===== src/rtl/fldc_pkg.sv =====
// ----------------------------------------------------------------------------
// Framed LED command decoder package
// Shared codes and types for the frame parser and the LED update unit.
// ----------------------------------------------------------------------------
package fldc_pkg;

  localparam logic [7:0] BYTE_START = 8'h30;
  localparam logic [7:0] BYTE_ID    = 8'h31;
  localparam logic [7:0] BYTE_END   = 8'h32;
  localparam logic [7:0] MIN_LENGTH = 8'd6;

  localparam logic [7:0] CMD_PORT_LOAD = 8'h00;
  localparam logic [7:0] CMD_PORT_HIGH = 8'h01;
  localparam logic [7:0] CMD_SET_ONE   = 8'hA0;
  localparam logic [7:0] CMD_LOAD_ALL  = 8'hB0;
  localparam logic [7:0] CMD_CLEAR_ALL = 8'hC0;
  localparam logic [7:0] CMD_SET_ALL   = 8'hC1;

  localparam logic [1:0] VARIANT_FULL = 2'd0;
  localparam logic [1:0] VARIANT_LOW  = 2'd1;
  localparam logic [1:0] VARIANT_HIGH = 2'd2;

  localparam int unsigned LOW_FIELD_BITS = 23;
  localparam int unsigned HIGH_FIELD_LSB = 23;
  localparam int unsigned HIGH_FIELD_BITS = 4;

  localparam logic [1:0] STATUS_NONE    = 2'd0;
  localparam logic [1:0] STATUS_APPLIED = 2'd1;
  localparam logic [1:0] STATUS_UNKNOWN = 2'd2;
  localparam logic [1:0] STATUS_DROPPED = 2'd3;

  localparam logic CFG_IDX_CHECKSUM = 1'b0;
  localparam logic CFG_IDX_VARIANT  = 1'b1;

  typedef struct packed {
    logic apply;
    logic drop;
  } fldc_event_t;

endpackage


===== src/rtl/fldc_parser.sv =====
// ----------------------------------------------------------------------------
// Frame parser
// Tracks the frame phase, command, length, payload head and running XOR.
// ----------------------------------------------------------------------------
module fldc_parser
  import fldc_pkg::*;
(
  input  logic              clk_i,
  input  logic              rst_ni,
  input  logic              step_i,
  input  logic [7:0]        byte_i,
  input  logic              checksum_check_i,
  output fldc_event_t       event_o,
  output logic [7:0]        command_o,
  output logic [31:0]       payload_word_o
);

  localparam logic [2:0] PH_HUNT = 3'd0;
  localparam logic [2:0] PH_ID   = 3'd1;
  localparam logic [2:0] PH_CMD  = 3'd2;
  localparam logic [2:0] PH_LEN  = 3'd3;
  localparam logic [2:0] PH_DATA = 3'd4;
  localparam logic [2:0] PH_CSUM = 3'd5;
  localparam logic [2:0] PH_END  = 3'd6;

  logic [2:0]      phase_q, phase_d;
  logic [7:0]      command_q, command_d;
  logic [7:0]      length_q, length_d;
  logic [7:0]      count_q, count_d;
  logic [7:0]      xor_q, xor_d;
  logic [3:0][7:0] head_q;
  logic            head_we;
  fldc_event_t     event_d;

  always_comb begin
    phase_d   = phase_q;
    command_d = command_q;
    length_d  = length_q;
    count_d   = count_q;
    xor_d     = xor_q;
    head_we   = 1'b0;
    event_d   = '0;
    unique case (phase_q)
      PH_HUNT: begin
        if (byte_i == BYTE_START) begin
          phase_d = PH_ID;
          count_d = '0;
        end
      end
      PH_ID: begin
        if (byte_i == BYTE_ID) begin
          phase_d = PH_CMD;
        end else begin
          phase_d       = PH_HUNT;
          event_d.drop  = 1'b1;
        end
      end
      PH_CMD: begin
        command_d = byte_i;
        xor_d     = byte_i;
        phase_d   = PH_LEN;
      end
      PH_LEN: begin
        length_d = byte_i;
        xor_d    = xor_q ^ byte_i;
        if (byte_i < MIN_LENGTH) begin
          phase_d      = PH_HUNT;
          event_d.drop = 1'b1;
        end else if (byte_i == MIN_LENGTH) begin
          phase_d = PH_CSUM;
        end else begin
          phase_d = PH_DATA;
        end
      end
      PH_DATA: begin
        head_we = (count_q < 8'd4);
        xor_d   = xor_q ^ byte_i;
        count_d = count_q + 8'd1;
        if (count_d == length_q - MIN_LENGTH) begin
          phase_d = PH_CSUM;
        end
      end
      PH_CSUM: begin
        if (checksum_check_i && (byte_i != xor_q)) begin
          phase_d      = PH_HUNT;
          event_d.drop = 1'b1;
        end else begin
          phase_d = PH_END;
        end
      end
      PH_END: begin
        phase_d = PH_HUNT;
        if (byte_i == BYTE_END) begin
          event_d.apply = 1'b1;
        end else begin
          event_d.drop = 1'b1;
        end
      end
      default: begin
        phase_d = PH_HUNT;
      end
    endcase
  end

  always_ff @(posedge clk_i or negedge rst_ni) begin
    if (!rst_ni) begin
      phase_q   <= PH_HUNT;
      command_q <= '0;
      length_q  <= '0;
      count_q   <= '0;
      xor_q     <= '0;
    end else if (step_i) begin
      phase_q   <= phase_d;
      command_q <= command_d;
      length_q  <= length_d;
      count_q   <= count_d;
      xor_q     <= xor_d;
    end
  end

  always_ff @(posedge clk_i) begin
    if (step_i && head_we) begin
      head_q[count_q[1:0]] <= byte_i;
    end
  end

  assign event_o        = step_i ? event_d : '0;
  assign command_o      = command_q;
  assign payload_word_o = head_q;

endmodule


===== src/rtl/fldc_led_unit.sv =====
// ----------------------------------------------------------------------------
// LED update unit
// Applies a completed frame's command to the LED register and forms the status.
// ----------------------------------------------------------------------------
module fldc_led_unit
  import fldc_pkg::*;
#(
  parameter int unsigned LED_COUNT = 27
) (
  input  logic                 clk_i,
  input  logic                 rst_ni,
  input  logic                 step_i,
  input  fldc_event_t          event_i,
  input  logic [7:0]           command_i,
  input  logic [31:0]          payload_word_i,
  input  logic [1:0]           port_variant_i,
  output logic [LED_COUNT-1:0] led_next_o,
  output logic [1:0]           status_o
);

  localparam int unsigned IDX_W = $clog2(LED_COUNT);

  logic [LED_COUNT-1:0] led_q, led_d;
  logic [7:0]           led_index;
  logic                 known;

  assign led_index = payload_word_i[7:0];

  always_comb begin
    led_d = led_q;
    known = 1'b1;
    priority if (command_i == CMD_PORT_LOAD && port_variant_i == VARIANT_FULL) begin
      led_d = payload_word_i[LED_COUNT-1:0];
    end else if (command_i == CMD_PORT_LOAD && port_variant_i == VARIANT_LOW) begin
      led_d[LOW_FIELD_BITS-1:0] = payload_word_i[LOW_FIELD_BITS-1:0];
    end else if (command_i == CMD_PORT_HIGH && port_variant_i == VARIANT_HIGH) begin
      led_d[HIGH_FIELD_LSB +: HIGH_FIELD_BITS] = payload_word_i[HIGH_FIELD_BITS-1:0];
    end else if (command_i == CMD_SET_ONE) begin
      if (led_index < 8'(LED_COUNT)) begin
        led_d[led_index[IDX_W-1:0]] = (payload_word_i[15:8] != 8'd0);
      end
    end else if (command_i == CMD_LOAD_ALL) begin
      led_d = payload_word_i[LED_COUNT-1:0];
    end else if (command_i == CMD_CLEAR_ALL) begin
      led_d = '0;
    end else if (command_i == CMD_SET_ALL) begin
      led_d = '1;
    end else begin
      known = 1'b0;
    end
  end

  assign led_next_o = event_i.apply ? led_d : led_q;

  always_comb begin
    priority if (event_i.apply) begin
      status_o = known ? STATUS_APPLIED : STATUS_UNKNOWN;
    end else if (event_i.drop) begin
      status_o = STATUS_DROPPED;
    end else begin
      status_o = STATUS_NONE;
    end
  end

  always_ff @(posedge clk_i or negedge rst_ni) begin
    if (!rst_ni) begin
      led_q <= '0;
    end else if (step_i) begin
      led_q <= led_next_o;
    end
  end

endmodule


===== src/rtl/framed_led_command_decoder.sv =====
// ----------------------------------------------------------------------------
// Framed LED command decoder
// Parses framed serial commands and drives a LED register, one result per byte.
//
//   Channel  Signals                               Direction
//   in       in_valid_i, in_ready_o, rx_byte_i      into block
//   out      out_valid_o, out_ready_i, led_bits_o,
//            frame_status_o                         out of block
//   config   cfg_we_i, cfg_idx_i, cfg_wdata_i       into block
//
// Each byte is held in the input register and is then parsed combinationally into
// the result register, so one byte is taken every cycle while the output is not stalled.
// Reset clears the parse phase, the counters and the internal LED register; the LED output register is not reset.
// A stalled output holds the input register, which then stops taking bytes.
// ----------------------------------------------------------------------------
module framed_led_command_decoder
  import fldc_pkg::*;
#(
  parameter int unsigned LED_COUNT = 27
) (
  input  logic                 clk_i,
  input  logic                 rst_ni,
  input  logic                 in_valid_i,
  output logic                 in_ready_o,
  input  logic [7:0]           rx_byte_i,
  output logic                 out_valid_o,
  input  logic                 out_ready_i,
  output logic [LED_COUNT-1:0] led_bits_o,
  output logic [1:0]           frame_status_o,
  input  logic                 cfg_we_i,
  input  logic                 cfg_idx_i,
  input  logic [1:0]           cfg_wdata_i
);

  logic                 in_valid_q;
  logic [7:0]           rx_byte_q;
  logic                 out_valid_q;
  logic [LED_COUNT-1:0] led_bits_q;
  logic [1:0]           status_q;
  logic                 checksum_check_q;
  logic [1:0]           port_variant_q;
  logic                 step;
  fldc_event_t          frame_event;
  logic [7:0]           command;
  logic [31:0]          payload_word;
  logic [LED_COUNT-1:0] led_next;
  logic [1:0]           status;

  assign step       = in_valid_q && (!out_valid_q || out_ready_i);
  assign in_ready_o = !in_valid_q || step;

  always_ff @(posedge clk_i or negedge rst_ni) begin
    if (!rst_ni) begin
      checksum_check_q <= 1'b0;
      port_variant_q   <= VARIANT_FULL;
    end else if (cfg_we_i) begin
      unique case (cfg_idx_i)
        CFG_IDX_CHECKSUM: checksum_check_q <= cfg_wdata_i[0];
        CFG_IDX_VARIANT:  port_variant_q   <= cfg_wdata_i;
        default:          checksum_check_q <= checksum_check_q;
      endcase
    end
  end

  always_ff @(posedge clk_i or negedge rst_ni) begin
    if (!rst_ni) begin
      in_valid_q <= 1'b0;
    end else if (in_ready_o) begin
      in_valid_q <= in_valid_i;
    end
  end

  always_ff @(posedge clk_i) begin
    if (in_ready_o && in_valid_i) begin
      rx_byte_q <= rx_byte_i;
    end
  end

  fldc_parser u_parser (
    .clk_i            (clk_i),
    .rst_ni           (rst_ni),
    .step_i           (step),
    .byte_i           (rx_byte_q),
    .checksum_check_i (checksum_check_q),
    .event_o          (frame_event),
    .command_o        (command),
    .payload_word_o   (payload_word)
  );

  fldc_led_unit #(
    .LED_COUNT (LED_COUNT)
  ) u_led_unit (
    .clk_i          (clk_i),
    .rst_ni         (rst_ni),
    .step_i         (step),
    .event_i        (frame_event),
    .command_i      (command),
    .payload_word_i (payload_word),
    .port_variant_i (port_variant_q),
    .led_next_o     (led_next),
    .status_o       (status)
  );

  always_ff @(posedge clk_i or negedge rst_ni) begin
    if (!rst_ni) begin
      out_valid_q <= 1'b0;
    end else if (step) begin
      out_valid_q <= 1'b1;
    end else if (out_ready_i) begin
      out_valid_q <= 1'b0;
    end
  end

  always_ff @(posedge clk_i) begin
    if (step) begin
      led_bits_q <= led_next;
      status_q   <= status;
    end
  end

  assign out_valid_o    = out_valid_q;
  assign led_bits_o     = led_bits_q;
  assign frame_status_o = status_q;

endmodule

===== config.mk =====
export PLATFORM = sky130hd
export DESIGN_NAME = framed_led_command_decoder
export DESIGN_NICKNAME = d
export VERILOG_FILES = /design/src/rtl/fldc_pkg.sv /design/src/rtl/fldc_parser.sv /design/src/rtl/fldc_led_unit.sv /design/src/rtl/framed_led_command_decoder.sv
export SDC_FILE = /design/constraint.sdc
export NUM_CORES = 1
export LEC_CHECK = 0
export ABC_AREA = 1
export BUFFER_PORTS_ARGS = -buffer_cell sky130_fd_sc_hd__buf_2
export CAP_MARGIN = 10
export CORE_ASPECT_RATIO = 1.5
export CORE_UTILIZATION = 50
export CTS_CLUSTER_DIAMETER = 120
export DETAILED_ROUTE_END_ITERATION = 12
export PLACE_DENSITY_LB_ADDON = 0.25
export SYNTH_ARGS = -nofsm -noshare
export SYNTH_HDL_FRONTEND = slang
export SYNTH_HIERARCHICAL = 1
export SYNTH_SLANG_ARGS = --single-unit

===== constraint.sdc =====
create_clock -name clk_i -period 6.2 [get_ports clk_i]
set_clock_uncertainty 0.15 [all_clocks]
set_input_delay 0.62 -clock clk_i [delete_from_list [all_inputs] [get_ports clk_i]]
set_output_delay 0.62 -clock clk_i [all_outputs]
set_load 0.03 [all_outputs]

# Yosys cells after proc, flatten, opt, wreduce, memory -nomap -nowiden
# Index checks and enable logic that the tools add are counted.
# word_totals
output_inout_bits	31
word_cells	125
regBits	136
# classes
bitwise_logic	2
order_cmp	7
addsub	2
reduce_logical	28
n_mux	48
eq_ne	21
# ops
cell	n
27-bit two-way mux	7
23-bit two-way mux	2
32-bit bitwise mux	1
8-bit equality test, second input constant	4
8-bit case mux with 2 select lines	2
27-bit bitwise mux	1
8-bit by 6-bit equality test with 1-bit output, second input constant	3
1-bit two-way mux	18
3-bit case mux with 6 select lines	1
8-bit demux with 2-bit select	1
8-bit by 3-bit < comparator with 1-bit output, second input constant	2
8-bit two-way mux	2
3-bit two-way mux	4
2-bit two-way mux	5
2-bit AND reduction	5
3-bit equality test, second input constant	3
1-bit logical AND	9
8-bit by 1-bit adder with 8-bit output, second input constant	1
8-bit by 1-bit equality test with 1-bit output, second input constant	1
8-bit by 3-bit equality test with 1-bit output, second input constant	1
8-bit equality test	1
8-bit zero test	1
8-bit by 5-bit < comparator with 1-bit output, second input constant	1
4-bit two-way mux	2
other kinds (23)	30

# Depth between registers and ports, before layout
# Gate-level depths: netlist of the first run.
# logic_depth
depth_word	11
ltp_mapped	14
depth_no_buf	14

# Hierarchy
# The synthesis of the first run kept the hierarchy.
# by_module_without_submodules
module	seq_area_each_um2	area_per_inst_um2	n_inst	cells_per_inst
fldc_led_unit	675.6	3490.8	1	644
fldc_parser	1836.8	3219.3	1	340
framed_led_command_decoder	1236.2	1330.0	1	64

# Worst setup path before layout of the first run
# No wires, ideal clock.
# synth_path
kind	input to register
start	input port out_ready_i
end	register u_led_unit.led_q[3]
slack_ns	2.067
setup_ns	0.065
t_arrival_ns	3.919
path_stages	11
required_ns	5.985
path_cell_list	inv_1 -> a21oi_1 -> inv_1 -> nor3_1 -> inv_2 -> clkbuf_1 -> a21oi_1 -> o21ai_1 -> nand2_1 -> nand2_1 -> nand2_1
# synth_lines
item	line	text
start, declared	framed_led_command_decoder.sv:27	input logic out_ready_i,
end signal, assigned	fldc_led_unit.sv:69	led_q <= led_next_o;
end, declared	fldc_led_unit.sv:23	logic [LED_COUNT-1:0] led_q, led_d;

==> results of run 1 <==
-- worst max-delay path, cell delays in order (launching register included) --
cell and delay [ns]:
edfxtp_1 0.58, inv_1 0.16, nand3_1 0.12, nor2_4 0.23, nand3_1 0.09, nor3_1 0.35, inv_2 0.45, nor3_1 0.31
nand2_1 0.10, nand2_1 0.10, nand2_1 0.05, nand2_1 0.07
-- layout make-up --
| type | instances | share of cell area (%) |
|---|---|---|
| clock inverter | 11 | 0.845 |
| sequential | 131 | 41.2 |
| tap | 199 | 2.85 |
| timing repair buffer | 52 | 3.15 |
| inverter | 105 | 4.51 |
| multi-input combinational | 768 | 41.9 |
| clock buffer | 21 | 5.53 |
-- cells in the final DEF (no fill, tap or decap), types with 10 or more instances in the layout --
master	count
nand4_1	12
o211ai_1	13
xor2_1	14
edfxtp_1	64
nand2_2	19
a21oi_1	30
nor2_2	10
nor3_1	13
nand2_1	396
clkbuf_16	19
dfrtp_1	67
nor2_1	64
inv_1	94
nand3_1	66
o21ai_0	35
nand3b_1	16
buf_2	46
o21ai_1	41
-- power groups by stage --
| stage | Sequential (mW) | Combinational, mW | Clock, mW |
|---|---|---|---|
| after floorplan | 1.05 | 0.152 | 0 |
| after global placement | 1.03 | 0.234 | 0 |
| after detailed placement | 1.04 | 0.237 | 0 |
| after CTS | 1.02 | 0.239 | 0.953 |
| after global routing | 1.03 | 0.266 | 0.991 |
| final | 1.02 | 0.236 | 0.930 |
-- flip-flops by register name, summed over array words and instances (netlist names) --
| register | cells |
|---|---|
| u_led_unit/led_q | 27 |
| u_parser/payload_word_o | 27 |
| led_bits_o | 27 |
| out_valid_o | 1 |
| rx_byte_q | 8 |
| checksum_check_q | 1 |
| u_parser/phase_q | 3 |
| in_valid_q | 1 |
| u_parser/count_q | 8 |
| u_parser/length_q | 8 |
| frame_status_o | 2 |
| u_parser/xor_q | 8 |
| u_parser/command_o | 8 |
| port_variant_q | 2 |
-- routing by layer --
metal | vias to the layer above | share of wire, % | GRT usage [%]
met2 | 182 | 54 | 46.7
met3 | 53 | 4.2 | 5.14
li1 | 3435 | - | -
met5 | - | 0 | 0
met4 | 0 | 3.8 | 13.3
met1 | 3176 | 38 | 26.7
-- metrics by stage --
step / worst slack [ns] / hold slack, ns
6_report: 3.31 / 0.219
5_1_grt: 3.01 / 0.195
4_1_cts: 3.29 / 0.201
3_5_place_dp: 3.09 / 0.309
3_3_place_gp: 3.12 / 0.308
2_1_floorplan: 2.07 / 0.174
-- path summary, 6_finish.rpt --
path                                        end  slack (ns)         startpoint
setup reg to reg           u_led_unit/led_q[25]        3.31       rx_byte_q[2]
setup / recovery           u_led_unit/led_q[25]        3.31       rx_byte_q[2]
hold reg to reg               port_variant_q[0]        0.32  port_variant_q[0]
hold / removal                     rx_byte_q[1]        0.22       rx_byte_i[1]
max in group asynchronous  u_led_unit/led_q[22]        5.04             rst_ni
min in group asynchronous  u_led_unit/led_q[15]        0.25             rst_ni
==> impl_metrics.ini, run 1 <==
[floorplanning]
coreArea_um2 = 15300
start_util_pct = 51.6
die_y_um = 156
die_w_um = 105
row_count = 55
die-area_um2 = 16300
io_pins = 47

[grt]
grt_pass1_wl_um = 31700
first_global_vias = 6561
grt_antenna_before_repair = 0
grt_max_degree = 68
track_usage_pct = 25.2
gr-total-overflow = 0

[clocking]
cts_root_buffer = clkbuf_16
clock_latency_ns = 0.42
post_cts_buffers = 0
cts.clk_slew.worst_paths_ns = 0.06
hold_buffers = 0
clock_path_buffers = 2
cts_buffers = 17
cts-htree-levels = 4
cts_tree = built
cts.sinks = 131
ctsResizeCount = 0

[worst_setup_path]
reg2reg_depth = 11
criticalPathCategory = flop to flop
start_kind = flop
arrival_ns = 3.10
endpoint_kind = flop
critPathMaxFanout = 54
cp.required_ns = 6.41

[power_and_ir_drop]
p_comb_share_pct = 10.8
swShare_pct = 26.7
peakVddDrop_uv = 186
net-switching-power_mw = 0.585
internal_power_mw = 1.60
p_per_area_nw_per_um2 = 250
p_clk_share_pct = 42.6
leakagePower_nw = 4.20
seqPwrFrac_pct = 46.6
power.total_mw = 2.19

[detailed_routing]
initialDrtViolationCount = 341
drtAntennaViolNets = 0
wl_per_cell_um = 15.0
drt_pre_antenna_iters = 5
drt_wl_total_um = 19300
num_vias = 6846
drc = 0
vias_per_cell = 5.32

[run]
drv_cap = 0

[sta]
fin_crit_ns = 2.89
tightest_slew_ns = 0.987
drv_slew = 0
hold_viol = 0
fin_crit_sh_pct = 46.6
slew_headroom_pct = 33.8
rsz0062_at_grt = false
clock.fmax_mhz = 346
setup_tns_ns = 0
setup_viol = 0

[cells_and_area]
stdcell_count = 1287
seqCellArea_um2 = 3600
drive_gt1_share_pct = 12.8
fill_cells = 1480
syn_to_final_growth_pct = 10.7
stdcell_area_um2 = 8730
antenna_cells = 0
fin_util_pct = 57.2
multi_input_area_um2 = 3660
nets = 1096

[worst_hold_path]
worstHoldPathCells = 1
min_path_type = primary input to flop

[yosys]
synth_fp_nets = 1064
syn_area_um2 = 7890
syn_inst = 1043
yosys_warnings = 6
syn_avg_cell_area_um2 = 7.56

[placed_design]
place_inst = 1255
hpwl_um = 13000
place_area_um2 = 8180
gp_congestion = 0.861
io_buffers = 46

[run_status]
status = finished, final reports clean
No activity file was read; power rests on OpenSTA's default activity.
==> run 2: changes to the inputs <==
==> constraint.sdc (replaced) <==
create_clock -name clk_i -period 2.76 [get_ports clk_i]
set_clock_uncertainty 0.15 [all_clocks]
set_input_delay 0.276 -clock clk_i [delete_from_list [all_inputs] [get_ports clk_i]]
set_output_delay 0.276 -clock clk_i [all_outputs]
set_load 0.03 [all_outputs]
==> impl_metrics.ini, run 2 (same netlist as run 1, synthesis figures left out) <==
[worst_setup_path]
crit_start = rx_byte_q[2]
cp.required_ns = 2.97
cpPeakStageDelay_ns = 0.51
arrival_ns = 2.67
criticalPathCategory = flop to flop
start_kind = flop
crit_buf_inv = 3
worstReg2RegStart = rx_byte_q[2]
crit_chain = inv_1 -> nand3_1 -> nor2_4 -> nand3_1 -> nor3_1 -> inv_2 -> buf_12 -> a21oi_1 -> nand2_1 -> nand2_1 -> nand2_1 -> nand2_1
crit_top_cell = nand2_1
critPathSlowestCell = edfxtp_1
endpoint_kind = flop
crit_family = simple AND/OR/NAND/NOR gates
critPathMaxFanout = 30

[sta]
rsz0062_at_grt = false
slew_headroom_pct = 48.0
worst_slack_ns = 0.308
tightest_slew_ns = 0.780
setup_tns_ns = 0
setup_viol = 0
fin_crit_ns = 2.45
clock.fmax_mhz = 408
hold_viol = 0
drv_slew = 0
fin_crit_sh_pct = 88.8

[grt]
first_global_vias = 6707
gr-total-overflow = 0
grt_antenna_before_repair = 0
grt_max_degree = 68
grt_pass1_wl_um = 33100
track_usage_pct = 26.3

[cells_and_area]
mostFrequentLayoutCells = nand2_1 (396), inv_1 (93), dfrtp_1 (67)
nets = 1130
antenna_cells = 0
drive_gt1_share_pct = 14.1
syn_to_final_growth_pct = 15.2
stdcell_area_um2 = 9090
layout.cells.most_common = nand2_1

[clocking]
cts-htree-levels = 4
clock_path_buffers = 2
cts.clk_slew.worst_paths_ns = 0.06
cts.sinks = 131
ctsResizeCount = 0
cts_tree = built
post_cts_buffers = 0
cts_buffers = 17
clock_latency_ns = 0.43
cts_root_buffer = clkbuf_16

[floorplanning]
coreArea_um2 = 15300
start_util_pct = 51.6
die-area_um2 = 16300
die_y_um = 156
io_pins = 47
row_count = 55
die_w_um = 105

[power_and_ir_drop]
leakagePower_nw = 4.38
p_per_area_nw_per_um2 = 560
peakVddDrop_uv = 373

[detailed_routing]
initialDrtViolationCount = 380
drt_wl_total_um = 20000
drc = 0
vias_per_cell = 5.32
num_vias = 7029
drtAntennaViolNets = 0
drt_pre_antenna_iters = 5
wl_per_cell_um = 15.1

[worst_hold_path]
min_path_type = primary input to flop
min_from = out_ready_i

[placed_design]
gp_congestion = 0.897
place_area_um2 = 8350
hpwl_um = 14000
dp_slack_ns = 0.344
io_buffers = 46

[run_status]
status = finished, final reports clean

[run]
drv_cap = 0
## run 2: cell types whose count changed in the layout (fill, tap and decap cells not counted), sizes merged
cell	before	now
buf	52	70
dlygate4sd3	0	16
bufinv	0	2
clkbuf	21	19
clkinvlp	2	1
inv	107	108
## run 2: final timing paths
path / endpoint / slack, ns / cells past startpoint
max: u_led_unit/led_q[5] / 0.31 / 12
min in group asynchronous: u_led_unit/led_q[4] / 0.27 / 3
min: out_valid_o / 0.01 / 4
max in group asynchronous: u_parser/phase_q[2] / 1.87 / 3
min reg2reg: port_variant_q[0] / 0.33 / 2
max reg2reg: u_led_unit/led_q[5] / 0.31 / 12
## run 2: what timing repair did
item / 4_1_cts / 5_1_grt
hold endpoints to repair: 79 / 0
hold buffers: 16 / 0
setup endpoints to repair: 0 / 0
## run 2: area by class of cell
cell class / count / area, µm²
fillers: 1434 / 6190
multi-input cells: 768 / 3660
flip-flops and latches: 131 / 3600
repair buffers: 86 / 608
clock buffers: 19 / 433
inverters: 105 / 394
well taps: 199 / 249
clock inverters: 13 / 150
## run 2: metal layers
metal | wire length [µm] | share of wire [%] | track usage (%) | up-vias
li1 | - | - | - | 3505
met1 | 7670 | 38 | 29.0 | 3255
met2 | 10600 | 53 | 47.5 | 204
met3 | 890 | 4.4 | 4.59 | 65
met4 | 839 | 4.2 | 15.0 | 0
met5 | 0 | 0 | 0 | -
## run 2: worst reg2reg max path, delay by kind of cell (launching register included)
family | cells | cell delay [ns]
DFF | 1 | 0.51
AOI/OAI and AO/OA | 1 | 0.17
and+or+nand+nor | 8 | 0.91
buffers and inverters | 3 | 0.66
## run 2: metrics by stage
stage / hold WS [ns] / utilization (%) / power [mW] / cells
floorplan: -0.170 / - / 2.69 / 1043
global placement: 0.187 / 54.6 / 2.86 / 1273
detailed placement: 0.187 / 54.6 / 2.87 / 1273
global route: 0.0278 / 59.5 / 5.31 / 1321
CTS: 0.00186 / 59.5 / 5.13 / 1321
finish: 0.00961 / 59.5 / 5.09 / 1321
## run 2: where the power goes
group	switching (mW)	internal, mW
sequential	0.104	2.17
combinational	0.378	0.194
clock	0.892	1.35
total	1.37	3.71
